`src/aes_pkg.sv`:
```
// Shared constants, types, S-box tables and field arithmetic for the AES-256 cipher.
package aes_pkg;

    localparam int NUM_ROUNDS_DEF = 14;
    localparam int KEY_REGS       = 4;
    localparam int CFG_IDX_W      = 3;
    localparam int CFG_DATA_W     = 64;

    typedef struct packed {
        logic load;       // latch the input block; the sequencer latches kind in the same cycle
        logic exp_start;  // restart the round constant
        logic exp_step;   // produce one schedule word
        logic rnd_en;     // apply one round to the state
        logic rnd_first;  // initial key addition
        logic rnd_last;   // final round, no column mixing
        logic kind;       // 0 encrypt, 1 decrypt
    } aes_cmd_t;

    localparam logic [7:0] FWD_SBOX [256] = '{
        8'h63,8'h7c,8'h77,8'h7b,8'hf2,8'h6b,8'h6f,8'hc5,8'h30,8'h01,8'h67,8'h2b,8'hfe,8'hd7,8'hab,8'h76,
        8'hca,8'h82,8'hc9,8'h7d,8'hfa,8'h59,8'h47,8'hf0,8'had,8'hd4,8'ha2,8'haf,8'h9c,8'ha4,8'h72,8'hc0,
        8'hb7,8'hfd,8'h93,8'h26,8'h36,8'h3f,8'hf7,8'hcc,8'h34,8'ha5,8'he5,8'hf1,8'h71,8'hd8,8'h31,8'h15,
        8'h04,8'hc7,8'h23,8'hc3,8'h18,8'h96,8'h05,8'h9a,8'h07,8'h12,8'h80,8'he2,8'heb,8'h27,8'hb2,8'h75,
        8'h09,8'h83,8'h2c,8'h1a,8'h1b,8'h6e,8'h5a,8'ha0,8'h52,8'h3b,8'hd6,8'hb3,8'h29,8'he3,8'h2f,8'h84,
        8'h53,8'hd1,8'h00,8'hed,8'h20,8'hfc,8'hb1,8'h5b,8'h6a,8'hcb,8'hbe,8'h39,8'h4a,8'h4c,8'h58,8'hcf,
        8'hd0,8'hef,8'haa,8'hfb,8'h43,8'h4d,8'h33,8'h85,8'h45,8'hf9,8'h02,8'h7f,8'h50,8'h3c,8'h9f,8'ha8,
        8'h51,8'ha3,8'h40,8'h8f,8'h92,8'h9d,8'h38,8'hf5,8'hbc,8'hb6,8'hda,8'h21,8'h10,8'hff,8'hf3,8'hd2,
        8'hcd,8'h0c,8'h13,8'hec,8'h5f,8'h97,8'h44,8'h17,8'hc4,8'ha7,8'h7e,8'h3d,8'h64,8'h5d,8'h19,8'h73,
        8'h60,8'h81,8'h4f,8'hdc,8'h22,8'h2a,8'h90,8'h88,8'h46,8'hee,8'hb8,8'h14,8'hde,8'h5e,8'h0b,8'hdb,
        8'he0,8'h32,8'h3a,8'h0a,8'h49,8'h06,8'h24,8'h5c,8'hc2,8'hd3,8'hac,8'h62,8'h91,8'h95,8'he4,8'h79,
        8'he7,8'hc8,8'h37,8'h6d,8'h8d,8'hd5,8'h4e,8'ha9,8'h6c,8'h56,8'hf4,8'hea,8'h65,8'h7a,8'hae,8'h08,
        8'hba,8'h78,8'h25,8'h2e,8'h1c,8'ha6,8'hb4,8'hc6,8'he8,8'hdd,8'h74,8'h1f,8'h4b,8'hbd,8'h8b,8'h8a,
        8'h70,8'h3e,8'hb5,8'h66,8'h48,8'h03,8'hf6,8'h0e,8'h61,8'h35,8'h57,8'hb9,8'h86,8'hc1,8'h1d,8'h9e,
        8'he1,8'hf8,8'h98,8'h11,8'h69,8'hd9,8'h8e,8'h94,8'h9b,8'h1e,8'h87,8'he9,8'hce,8'h55,8'h28,8'hdf,
        8'h8c,8'ha1,8'h89,8'h0d,8'hbf,8'he6,8'h42,8'h68,8'h41,8'h99,8'h2d,8'h0f,8'hb0,8'h54,8'hbb,8'h16
    };

    localparam logic [7:0] INV_SBOX [256] = '{
        8'h52,8'h09,8'h6a,8'hd5,8'h30,8'h36,8'ha5,8'h38,8'hbf,8'h40,8'ha3,8'h9e,8'h81,8'hf3,8'hd7,8'hfb,
        8'h7c,8'he3,8'h39,8'h82,8'h9b,8'h2f,8'hff,8'h87,8'h34,8'h8e,8'h43,8'h44,8'hc4,8'hde,8'he9,8'hcb,
        8'h54,8'h7b,8'h94,8'h32,8'ha6,8'hc2,8'h23,8'h3d,8'hee,8'h4c,8'h95,8'h0b,8'h42,8'hfa,8'hc3,8'h4e,
        8'h08,8'h2e,8'ha1,8'h66,8'h28,8'hd9,8'h24,8'hb2,8'h76,8'h5b,8'ha2,8'h49,8'h6d,8'h8b,8'hd1,8'h25,
        8'h72,8'hf8,8'hf6,8'h64,8'h86,8'h68,8'h98,8'h16,8'hd4,8'ha4,8'h5c,8'hcc,8'h5d,8'h65,8'hb6,8'h92,
        8'h6c,8'h70,8'h48,8'h50,8'hfd,8'hed,8'hb9,8'hda,8'h5e,8'h15,8'h46,8'h57,8'ha7,8'h8d,8'h9d,8'h84,
        8'h90,8'hd8,8'hab,8'h00,8'h8c,8'hbc,8'hd3,8'h0a,8'hf7,8'he4,8'h58,8'h05,8'hb8,8'hb3,8'h45,8'h06,
        8'hd0,8'h2c,8'h1e,8'h8f,8'hca,8'h3f,8'h0f,8'h02,8'hc1,8'haf,8'hbd,8'h03,8'h01,8'h13,8'h8a,8'h6b,
        8'h3a,8'h91,8'h11,8'h41,8'h4f,8'h67,8'hdc,8'hea,8'h97,8'hf2,8'hcf,8'hce,8'hf0,8'hb4,8'he6,8'h73,
        8'h96,8'hac,8'h74,8'h22,8'he7,8'had,8'h35,8'h85,8'he2,8'hf9,8'h37,8'he8,8'h1c,8'h75,8'hdf,8'h6e,
        8'h47,8'hf1,8'h1a,8'h71,8'h1d,8'h29,8'hc5,8'h89,8'h6f,8'hb7,8'h62,8'h0e,8'haa,8'h18,8'hbe,8'h1b,
        8'hfc,8'h56,8'h3e,8'h4b,8'hc6,8'hd2,8'h79,8'h20,8'h9a,8'hdb,8'hc0,8'hfe,8'h78,8'hcd,8'h5a,8'hf4,
        8'h1f,8'hdd,8'ha8,8'h33,8'h88,8'h07,8'hc7,8'h31,8'hb1,8'h12,8'h10,8'h59,8'h27,8'h80,8'hec,8'h5f,
        8'h60,8'h51,8'h7f,8'ha9,8'h19,8'hb5,8'h4a,8'h0d,8'h2d,8'he5,8'h7a,8'h9f,8'h93,8'hc9,8'h9c,8'hef,
        8'ha0,8'he0,8'h3b,8'h4d,8'hae,8'h2a,8'hf5,8'hb0,8'hc8,8'heb,8'hbb,8'h3c,8'h83,8'h53,8'h99,8'h61,
        8'h17,8'h2b,8'h04,8'h7e,8'hba,8'h77,8'hd6,8'h26,8'he1,8'h69,8'h14,8'h63,8'h55,8'h21,8'h0c,8'h7d
    };

    function automatic logic [7:0] xtime(input logic [7:0] a);
        xtime = {a[6:0], 1'b0} ^ (a[7] ? 8'h1b : 8'h00);
    endfunction

    function automatic logic [31:0] mix_col(input logic [31:0] col);
        logic [7:0] a [4];
        logic [7:0] r [4];
        for (int i = 0; i < 4; i++) a[i] = col[31 - 8 * i -: 8];
        for (int i = 0; i < 4; i++)
            r[i] = xtime(a[i]) ^ xtime(a[(i + 1) % 4]) ^ a[(i + 1) % 4]
                 ^ a[(i + 2) % 4] ^ a[(i + 3) % 4];
        mix_col = {r[0], r[1], r[2], r[3]};
    endfunction

    function automatic logic [31:0] inv_mix_col(input logic [31:0] col);
        logic [7:0] a  [4];
        logic [7:0] x2 [4];
        logic [7:0] x4 [4];
        logic [7:0] x8 [4];
        logic [7:0] r  [4];
        for (int i = 0; i < 4; i++)
        begin
            a[i]  = col[31 - 8 * i -: 8];
            x2[i] = xtime(a[i]);
            x4[i] = xtime(x2[i]);
            x8[i] = xtime(x4[i]);
        end
        for (int i = 0; i < 4; i++)
            r[i] = (x8[i] ^ x4[i] ^ x2[i])
                 ^ (x8[(i + 1) % 4] ^ x2[(i + 1) % 4] ^ a[(i + 1) % 4])
                 ^ (x8[(i + 2) % 4] ^ x4[(i + 2) % 4] ^ a[(i + 2) % 4])
                 ^ (x8[(i + 3) % 4] ^ a[(i + 3) % 4]);
        inv_mix_col = {r[0], r[1], r[2], r[3]};
    endfunction

    function automatic logic [31:0] sub_word(input logic [31:0] w);
        sub_word = {FWD_SBOX[w[31:24]], FWD_SBOX[w[23:16]],
                    FWD_SBOX[w[15:8]], FWD_SBOX[w[7:0]]};
    endfunction

endpackage

```
`src/aes_ctrl.sv`:
```
// Sequencer for key expansion and the round loop of the AES-256 cipher.
module aes_ctrl #(
    parameter int NUM_ROUNDS = aes_pkg::NUM_ROUNDS_DEF,
    parameter int ROW_W      = $clog2(NUM_ROUNDS + 1),
    parameter int EXP_W      = $clog2(4 * (NUM_ROUNDS + 1))
) (
    input  logic                           clk,
    input  logic                           rst_n,
    input  logic                           start,
    input  logic                           kind,
    input  logic                           cfg_we,
    input  logic [aes_pkg::CFG_IDX_W-1:0]  cfg_index,
    output logic                           busy,
    output logic                           done,
    output aes_pkg::aes_cmd_t              cmd,
    output logic [EXP_W-1:0]               exp_idx,
    output logic [ROW_W-1:0]               rd_row
);

    localparam logic [1:0] ST_IDLE   = 2'd0;
    localparam logic [1:0] ST_EXPAND = 2'd1;
    localparam logic [1:0] ST_FETCH  = 2'd2;
    localparam logic [1:0] ST_ROUND  = 2'd3;

    localparam logic [EXP_W-1:0] EXP_LAST = EXP_W'(4 * (NUM_ROUNDS + 1) - 1);
    localparam logic [ROW_W-1:0] ROW_LAST = ROW_W'(NUM_ROUNDS);

    logic [1:0]       state_reg, state_next;
    logic [EXP_W-1:0] exp_idx_reg, exp_idx_next;
    logic [ROW_W-1:0] rnd_cnt_reg, rnd_cnt_next;
    logic             kind_reg, kind_next;
    logic             ready_reg, ready_next;
    logic             done_reg, done_next;
    logic             accept;

    assign accept  = (state_reg == ST_IDLE) && start;
    assign busy    = (state_reg != ST_IDLE);
    assign done    = done_reg;
    assign exp_idx = exp_idx_reg;

    always_comb
    begin
        state_next   = state_reg;
        exp_idx_next = exp_idx_reg;
        rnd_cnt_next = rnd_cnt_reg;
        kind_next    = kind_reg;
        ready_next   = ready_reg;
        done_next    = 1'b0;
        cmd          = '0;
        cmd.kind     = kind_reg;
        rd_row       = '0;
        if (cfg_we && (cfg_index < aes_pkg::CFG_IDX_W'(aes_pkg::KEY_REGS)))
            ready_next = 1'b0;
        unique case (state_reg)
            ST_IDLE:
            begin
                rd_row   = kind ? ROW_LAST : '0;
                cmd.load = accept;
                if (accept)
                begin
                    kind_next    = kind;
                    rnd_cnt_next = '0;
                    exp_idx_next = '0;
                    if (ready_reg)
                        state_next = ST_ROUND;
                    else
                    begin
                        state_next    = ST_EXPAND;
                        cmd.exp_start = 1'b1;
                    end
                end
            end
            ST_EXPAND:
            begin
                cmd.exp_step = 1'b1;
                exp_idx_next = exp_idx_reg + 1'b1;
                if (exp_idx_reg == EXP_LAST)
                begin
                    state_next = ST_FETCH;
                    ready_next = 1'b1;
                end
            end
            ST_FETCH:
            begin
                rd_row     = kind_reg ? ROW_LAST : '0;
                state_next = ST_ROUND;
            end
            ST_ROUND:
            begin
                cmd.rnd_en    = 1'b1;
                cmd.rnd_first = (rnd_cnt_reg == '0);
                cmd.rnd_last  = (rnd_cnt_reg == ROW_LAST);
                rnd_cnt_next  = rnd_cnt_reg + 1'b1;
                if (rnd_cnt_reg != ROW_LAST)
                    rd_row = kind_reg ? (ROW_LAST - rnd_cnt_reg - 1'b1)
                                      : (rnd_cnt_reg + 1'b1);
                if (rnd_cnt_reg == ROW_LAST)
                begin
                    state_next = ST_IDLE;
                    done_next  = 1'b1;
                end
            end
            default: state_next = ST_IDLE;
        endcase
    end

    always_ff @(posedge clk or negedge rst_n)
    begin
        if (!rst_n)
        begin
            state_reg   <= ST_IDLE;
            exp_idx_reg <= '0;
            rnd_cnt_reg <= '0;
            kind_reg    <= 1'b0;
            ready_reg   <= 1'b0;
            done_reg    <= 1'b0;
        end
        else
        begin
            state_reg   <= state_next;
            exp_idx_reg <= exp_idx_next;
            rnd_cnt_reg <= rnd_cnt_next;
            kind_reg    <= kind_next;
            ready_reg   <= ready_next;
            done_reg    <= done_next;
        end
    end

endmodule

```
`config.mk`:
```
export PLATFORM = sky130hd
export DESIGN_NAME = aes_ctrl
export DESIGN_NICKNAME = d
export VERILOG_FILES = /design/src/aes_pkg.sv /design/src/aes_ctrl.sv
export SDC_FILE = /design/constraint.sdc
export NUM_CORES = 1
export LEC_CHECK = 0
export ABC_AREA = 1
export BUFFER_PORTS_ARGS = -buffer_cell sky130_fd_sc_hd__buf_2
export CORE_UTILIZATION = 51
export DETAILED_ROUTE_END_ITERATION = 6
export PLACE_DENSITY = 0.85
export SLEW_MARGIN = 20
export SYNTH_ARGS = -nofsm -noshare
export SYNTH_HDL_FRONTEND = slang
export SYNTH_SLANG_ARGS = --single-unit
```
`constraint.sdc`:
```
create_clock -name clk -period 1.4 [get_ports clk]
set_input_delay 0.14 -clock clk [delete_from_list [all_inputs] [get_ports clk]]
set_output_delay 0.14 -clock clk [all_outputs]
set_load 0.005 [all_outputs]
```
==> flow_metrics.tcl, run 1 <==
set metrics [dict create \
    status "stopped before the end" \
    lastStage "global routing" \
    error_line "[ERROR DPL-0038] Utilization greater than 100%, impossible to legalize" \
    synth_cell_type_count 25 \
    ctsHtreeMaxLevel 1 \
    ys_warn_count 0 \
    cts.sinks 15 \
    dp_cells 188 \
    grt-worst-endpoint "rd_row[3]" \
    syn_nets 152 \
    pre_cts_slack_ns -0.0606 \
    io_buffers 24 \
    synth_area_sq_mm 0.00102 \
    start_util_pct 56.4 \
    root_buffer "clkbuf_4" \
    synth_seq_area_share_pct 36.9 \
    ios 27 \
    dpl_cell_area_sq_mm 0.00120 \
    grt_max_degree 16 \
    place_hpwl_mm 1.68 \
    worstEndpointType "primary output" \
    rows 15 \
    fp.dieH_um 46.6 \
    synthCells 134 \
    syn_avg_cell_area_sq_um 7.58 \
    place_congestion 0.884 \
    die_w_um 46.6 \
    cts.path.max_buffers 2 \
    cts_buffers 3 \
    synth-seq-cells 15 \
]
[cell usage after synthesis, drive strengths merged]
cell	instances	area share, %
dfrtp	15	37
buf	2	1.5
xor2	1	0.86
xnor2	1	0.86
o22ai	2	1.2
nand2	38	15
inv	20	7.4
nor3	1	0.49
nand4	3	1.8
ha	10	12
a21oi	2	1.4
o21ai	12	5.9
nand3b	2	1.5
nor2	8	3.4
nand3	14	7.4
a21boi	1	0.74
clkinv	1	0.37
and2	1	0.62
[metrics by stage]
| stage | utilization [%] | hold slack, ns |
|---|---|---|
| 3_5_place_dp | 66.9 | 0.0636 |
| 3_3_place_gp | 66.9 | 0.0617 |
| 4_1_cts | 81.9 | 0.106 |
| 2_1_floorplan | - | -0.156 |
[what timing repair did]
item | in CTS
endpoints found under the setup margin | 14
hold buffers | 1
resized for setup | 36
buffers inserted | 12
pin swaps | 10
endpoints found under the hold margin | 15
[cells by family after synthesis]
logic type | count (synthesis) | share of synthesized area, %
AO/OA/AOI/OAI | 17 | 9.24
XOR/XNOR | 2 | 1.72
adder cells (fa/ha/maj) | 10 | 12.3
buffers and inverters | 23 | 9.24
flip-flops | 15 | 36.9
AND/OR/NAND/NOR | 67 | 30.5
==> inputs of run 2 (changes only) <==
CORE_AREA = 2 2 63 65   (was default)
CORE_UTILIZATION = default   (was 51)
DIE_AREA = 0 0 65 67   (was default)
PLACE_DENSITY = default   (was 0.85)
PLACE_DENSITY_LB_ADDON = 0.15   (was default)
==> run 2 against run 1 <==
Against the previous run: the flow now finishes, with violations (setup timing); area after synthesis did not move; synthesized cell count stayed put.
==> flow_metrics.tcl, run 2 <==
set metrics [dict create \
    synthCells 134 \
    ctsHtreeMaxLevel 1 \
    drv_slew 0 \
    synthMostInstantiatedCell "nand2_1" \
    final.setup_skew_ns 0.00146 \
    rows 22 \
    seqPwrFrac_pct 23.9 \
    grt_first_pass_wirelength_mm 4.28 \
    die_w_um 65 \
    syn_nets 152 \
    power_density_mw_per_mm2 1880 \
    fin_crit_ns 1.58 \
    syn_avg_cell_area_sq_um 7.58 \
    required_ns 1.26 \
    ff2ff_path_depth 9 \
    leakagePower_nw 0.806 \
    cp_max_fo 4 \
    coreArea_sq_mm 0.00361 \
    root_buffer "clkbuf_8" \
    hold_ws_ns 0.145 \
    p_sw_mw 1.38 \
    cts_buffers 3 \
    drive_gt1_share_pct 51.6 \
    violations "setup timing" \
    synth_edf_count 0 \
    min_to "ready_reg" \
    clk_pin_slew_ns 0.06 \
    antenna_found_initial 0 \
    nets 201 \
    comb_power_share_pct 64.6 \
    synth_area_sq_mm 0.00102 \
    synth_flop_cell "dfrtp_1" \
    postRouteAntennaNets 0 \
    r2r_slack_ns -0.11 \
    io_buffers 24 \
    mostFrequentLayoutCell "nand2_1" \
    synth_area_leaders "dfrtp_1 37%, nand2_1 13%, ha_1 12%" \
    area_growth_pct 63.9 \
    crit_type "register to output port" \
    synthTopCellsByCount "35 x nand2_1, 16 x inv_1, 15 x dfrtp_1" \
    clockPowerShare_pct 11.6 \
    timing.rr.start "rnd_cnt_reg[0]" \
    dieArea_sq_mm 0.00436 \
    end_kind "output port" \
    tritoncts "yes" \
    use_met2_pct 21.1 \
    clk_latency_ns 0.25 \
    finalHoldViolCount 0 \
    place_hpwl_mm 1.95 \
    holdPathStages 3 \
    rsz0062_at_grt "true" \
    maxCapViolCount 0 \
    cts.sinks 15 \
    synth_top_area_cell "dfrtp_1" \
    swShare_pct 44.2 \
    n_antenna_cell 0 \
    wl_per_cell_um 12.4 \
    finalNonFillerCells 230 \
    hp-start "cfg_index[2]" \
    met3_usage_pct 3.21 \
    start_kind "register" \
    grt_busiest_layer "met2" \
    hold_path_class "input port to register" \
    timing.fmax_ghz 0.631 \
    irDropWorstVdd_mv 1.05 \
    setup_viol 13 \
    status "finished with violations" \
    ys_warn_count 0 \
    synthArstFlopShare_pct 100 \
    gr-total-overflow 0 \
    grt_max_degree 16 \
    synth_top_area_share_pct 36.9 \
    largest_reg_flops 6 \
    dp_cells 214 \
    start_util_pct 28.2 \
    groute.usage.overall_pct 12.7 \
    postLayoutCoreUtil_pct 46.2 \
    fin_crit_sh_pct 113 \
    cts.path.max_buffers 2 \
    worst_slew_pin_slew_ns 0.370 \
    synth_seq_area_share_pct 36.9 \
    fillCellCount 358 \
    slew_headroom_pct 75.3 \
    synth-seq-cells 15 \
    grtUsageMet1_pct 16.4 \
    vias_per_cell 4.43 \
    grt_pass1_vias 933 \
    drt_pre_antenna_iters 2 \
    vias 1018 \
    r2r_end "state_reg[0]" \
    wl_mm 2.84 \
    worstPathArrival_ns 1.44 \
    ios 27 \
    fp.dieH_um 67 \
    mostFrequentLayoutCells "29 x nand2_1, 22 x buf_2, 15 x buf_4, 12 x nand3_1, 11 x dfrtp_1" \
    postLayoutSetupSlackWorst_ns -0.184 \
    synth_cell_type_count 25 \
    drt_iter0_markers 38 \
    power.internal_mw 1.75 \
    drcViolationCount 0 \
    place_congestion 0.852 \
]
-- run 2: cell counts after synthesis --
No cell type changed its count.
-- run 2: area by class of cell --
class | instances | area (sq um) | share of cell area, %
sequential | 15 | 380 | 22.8
clock buffer | 3 | 41.3 | 2.48
timing repair buffer | 46 | 323 | 19.4
clock inverter | 1 | 5.00 | 0.301
inverter | 21 | 91.3 | 5.48
multi-input combinational | 96 | 764 | 45.9
tap | 48 | 60.1 | 3.61
-- run 2: power groups by stage --
| stage | combinational, mW | clock [mW] | sequential (mW) |
|---|---|---|---|
| after detailed placement | 1.28 | 0 | 0.696 |
| after global routing | 2.21 | 0.395 | 0.771 |
| final | 2.02 | 0.363 | 0.748 |
| after CTS | 1.49 | 0.380 | 0.704 |
| after global placement | 1.26 | 0 | 0.691 |
| after floorplan | 0.781 | 0 | 0.671 |
-- run 2: cell families (layout without fill, tap and decap cells) --
group                    Yosys count  after routing  share of synthesized area, %
AND/OR/NAND/NOR                   67             67                          30.5
adder cells (fa/ha/maj)           10             10                          12.3
XOR/XNOR                           2              2                          1.72
flip-flops                        15             15                          36.9
AO/OA/AOI/OAI                     17             17                          9.24
buffers and inverters             23             71                          9.24
-- run 2: worst max-delay path by stage --
stage                   startpoint           end  slack [ns]  cells past startpoint
floorplan             state_reg[0]    exp_idx[5]        0.14                      9
global placement    rnd_cnt_reg[0]  state_reg[0]       -0.04                      8
detailed placement  rnd_cnt_reg[0]  state_reg[0]       -0.05                      8
CTS                 rnd_cnt_reg[1]     rd_row[2]       -0.19                      5
global route        rnd_cnt_reg[1]     rd_row[3]       -0.26                      8
finish                state_reg[1]     rd_row[3]       -0.18                      7
-- run 2: through the flow --
step	cell area, sq um	power (mW)	setup WS (ns)	TNS, ns
2_1_floorplan	1020	1.45	0.144	0
3_3_place_gp	1260	1.95	-0.0417	-0.102
3_5_place_dp	1260	1.97	-0.0499	-0.140
4_1_cts	1420	2.58	-0.193	-1.16
5_1_grt	1670	3.38	-0.258	-2.23
6_report	1670	3.13	-0.184	-1.15
-- run 2: timing repair --
item,4_1_cts,5_1_grt
hold endpoints to repair,15,0
gates cloned,0,0
buffers inserted,4,7
setup endpoints to repair,14,17
gates resized for setup,24,41
pin swaps,6,11
hold buffers,1,0
-- run 2: metal layers --
layer / wire length [um] / share of wire [%]
met5: 0 / 0
met4: 42 / 1.5
met3: 83 / 2.9
met2: 1460 / 51
met1: 1260 / 44
-- run 2: critical path: stages, from the launching register on --
cell	delay, ns
dfrtp_1	0.42
inv_2	0.08
ha_2	0.21
inv_4	0.09
nand3_4	0.08
nand3b_1	0.16
nand2_1	0.05
buf_2	0.10
Power figures use the tool's default switching activity.
==> inputs of run 3 (changes only) <==
ABC_CLOCK_PERIOD_IN_PS = 2000   (was default)
clock period = 2 ns   (was 1.4 ns; I/O delays follow)
==> run 3 against run 2 <==
Against the previous run: the flow now finishes without violations; count of clock-buffer cells in the layout is the same; critical path depth is the same; combinational power shrank 61%; sequential cell count is the same; routed wire length shrank 19%; sequential power shrank 35%; clock skew grew 0.00053 ns; register-to-register slack gained 0.70 ns; critical path type unchanged; largest power group unchanged.
==> flow_metrics.tcl, run 3 (synthesis gave the netlist of run 2 again) <==
set metrics [dict create \
    status "finished, final reports clean" \
    drcViolationCount 0 \
    cts_buffers 3 \
    root_buffer "clkbuf_8" \
    required_ns 1.80 \
    fin_total_pwr_mw 1.53 \
    worstPathArrival_ns 1.62 \
    largest_reg_flops 6 \
    end_kind "output port" \
    worst_slew_pin_slew_ns 0.361 \
    start_util_pct 28.2 \
    fillCellCount 404 \
    slew_headroom_pct 76.0 \
    crit_buf_inv 2 \
    drt_iter0_markers 30 \
    finalHoldViolCount 0 \
    leakagePower_nw 0.677 \
    maxCapViolCount 0 \
    drt_pre_antenna_iters 4 \
    antenna_found_initial 0 \
    clk_latency_ns 0.25 \
    seqCellArea_sq_um 375 \
    crit_type "register to output port" \
    fin_crit_ns 1.82 \
    met2WireLength_mm 1.05 \
    critical_path.top_delay_family "simple AND/OR/NAND/NOR gates" \
    ios 27 \
    die_w_um 65 \
    mostFrequentLayoutCells "35 x nand2_1, 24 x buf_2, 16 x inv_1, 15 x dfrtp_1, 13 x nand3_1" \
    wl_per_cell_um 10.9 \
    cts.sinks 15 \
    timing.critical_path.cells "inv_1 > ha_1 > nand3_2 > nand3_1 > nand3b_1 > nand2_1 > buf_2" \
    place_congestion 0.767 \
    start_kind "register" \
    fin_crit_sh_pct 91.1 \
    rsz0062_at_grt "false" \
    final.setup.tns_ns 0 \
    cp_slowest_cell "dfrtp_1" \
    tritoncts "yes" \
    clk_pin_slew_ns 0.06 \
    nets 181 \
    postCtsSetupBuffers 0 \
    place_hpwl_mm 1.83 \
    post_cts_resized 0 \
    io_buffers 24 \
    top_layer "met4" \
    wl_mm 2.29 \
    setup_viol 0 \
    crit_start "rnd_cnt_reg[0]" \
    timing.fmax_ghz 0.549 \
    coreArea_sq_mm 0.00361 \
    r2r_slack_ns 0.59 \
    dieArea_sq_mm 0.00436 \
    hp-start "cfg_index[2]" \
    grt_first_pass_wirelength_mm 4.00 \
    vias_per_cell 4.40 \
    irDropWorstVdd_mv 0.511 \
    final.setup_skew_ns 0.00199 \
    area_growth_pct 22.5 \
    groute.usage.overall_pct 11.8 \
    drive_gt1_share_pct 24.7 \
    slowest_delay_ns 0.47 \
    met1_length_mm 1.13 \
    hold_buffers 1 \
    fp.dieH_um 67 \
    hold_path_class "input port to register" \
    rows 22 \
    ctsHtreeMaxLevel 1 \
    n_antenna_cell 0 \
    power_density_mw_per_mm2 1230 \
    cp_max_fo 7 \
    cts.path.max_buffers 2 \
    grt_max_degree 16 \
    grt_pass1_vias 872 \
    timing.rr.start "state_reg[0]" \
    dr_wl_met3_um 98 \
    drv_slew 0 \
    multi_input_area_sq_um 547 \
    postRouteAntennaNets 0 \
    vias 925 \
    postLayoutCoreUtil_pct 34.5 \
    gr-total-overflow 0 \
    mostFrequentLayoutCell "nand2_1" \
]
-- run 3: worst reg2reg max path: stages, from the launching register on --
cell     delay [ns]
dfrtp_1        0.40
inv_1          0.08
ha_1           0.25
inv_2          0.14
nand2_2        0.09
nand2_4        0.11
nand3_1        0.08
nand2_1        0.07
inv_1          0.04
nor2_1         0.09
-- run 3: area by class of cell --
| class | instances | share of cell area, % |
|---|---|---|
| well taps | 48 | 4.82 |
| multi-input cells | 96 | 43.9 |
| clock buffers | 3 | 3.32 |
| repair buffers | 26 | 11.1 |
| inverters | 21 | 6.33 |
| flip-flops and latches | 15 | 30.2 |
| clock inverters | 1 | 0.402 |
-- run 3: path summary, 6_finish.rpt --
path                            depth (start not counted)             end
worst max-delay path                                    7       rd_row[3]
worst min-delay path                                    3       ready_reg
worst max register to register                          9      exp_idx[5]
worst min register to register                          2    state_reg[0]
max in group asynchronous                               2       ready_reg
min in group asynchronous                               2  rnd_cnt_reg[3]
-- run 3: report_power, final --
group	switching (mW)	internal [mW]	total, mW	leakage (nW)
logic	0.477	0.315	0.792	0.452
clock network	0.111	0.138	0.249	0.0255
registers	0.103	0.382	0.485	0.200
-- run 3: stage by stage --
stage | cells | instance area (sq um) | hold WS (ns) | worst slack (ns)
final | 210 | 1240 | 0.206 | 0.178
after global placement | 205 | 1190 | 0.139 | 0.484
after floorplan | 134 | 1020 | -0.0956 | 0.692
after CTS | 210 | 1240 | 0.207 | 0.178
after detailed placement | 205 | 1190 | 0.140 | 0.457
after global routing | 210 | 1240 | 0.248 | 0.0201
-- run 3: metal layers --
layer	up-vias	global-route usage, %
met1	417	16.0
met3	2	3.38
met5	-	0
met4	0	2.39
li1	492	-
met2	14	18.7
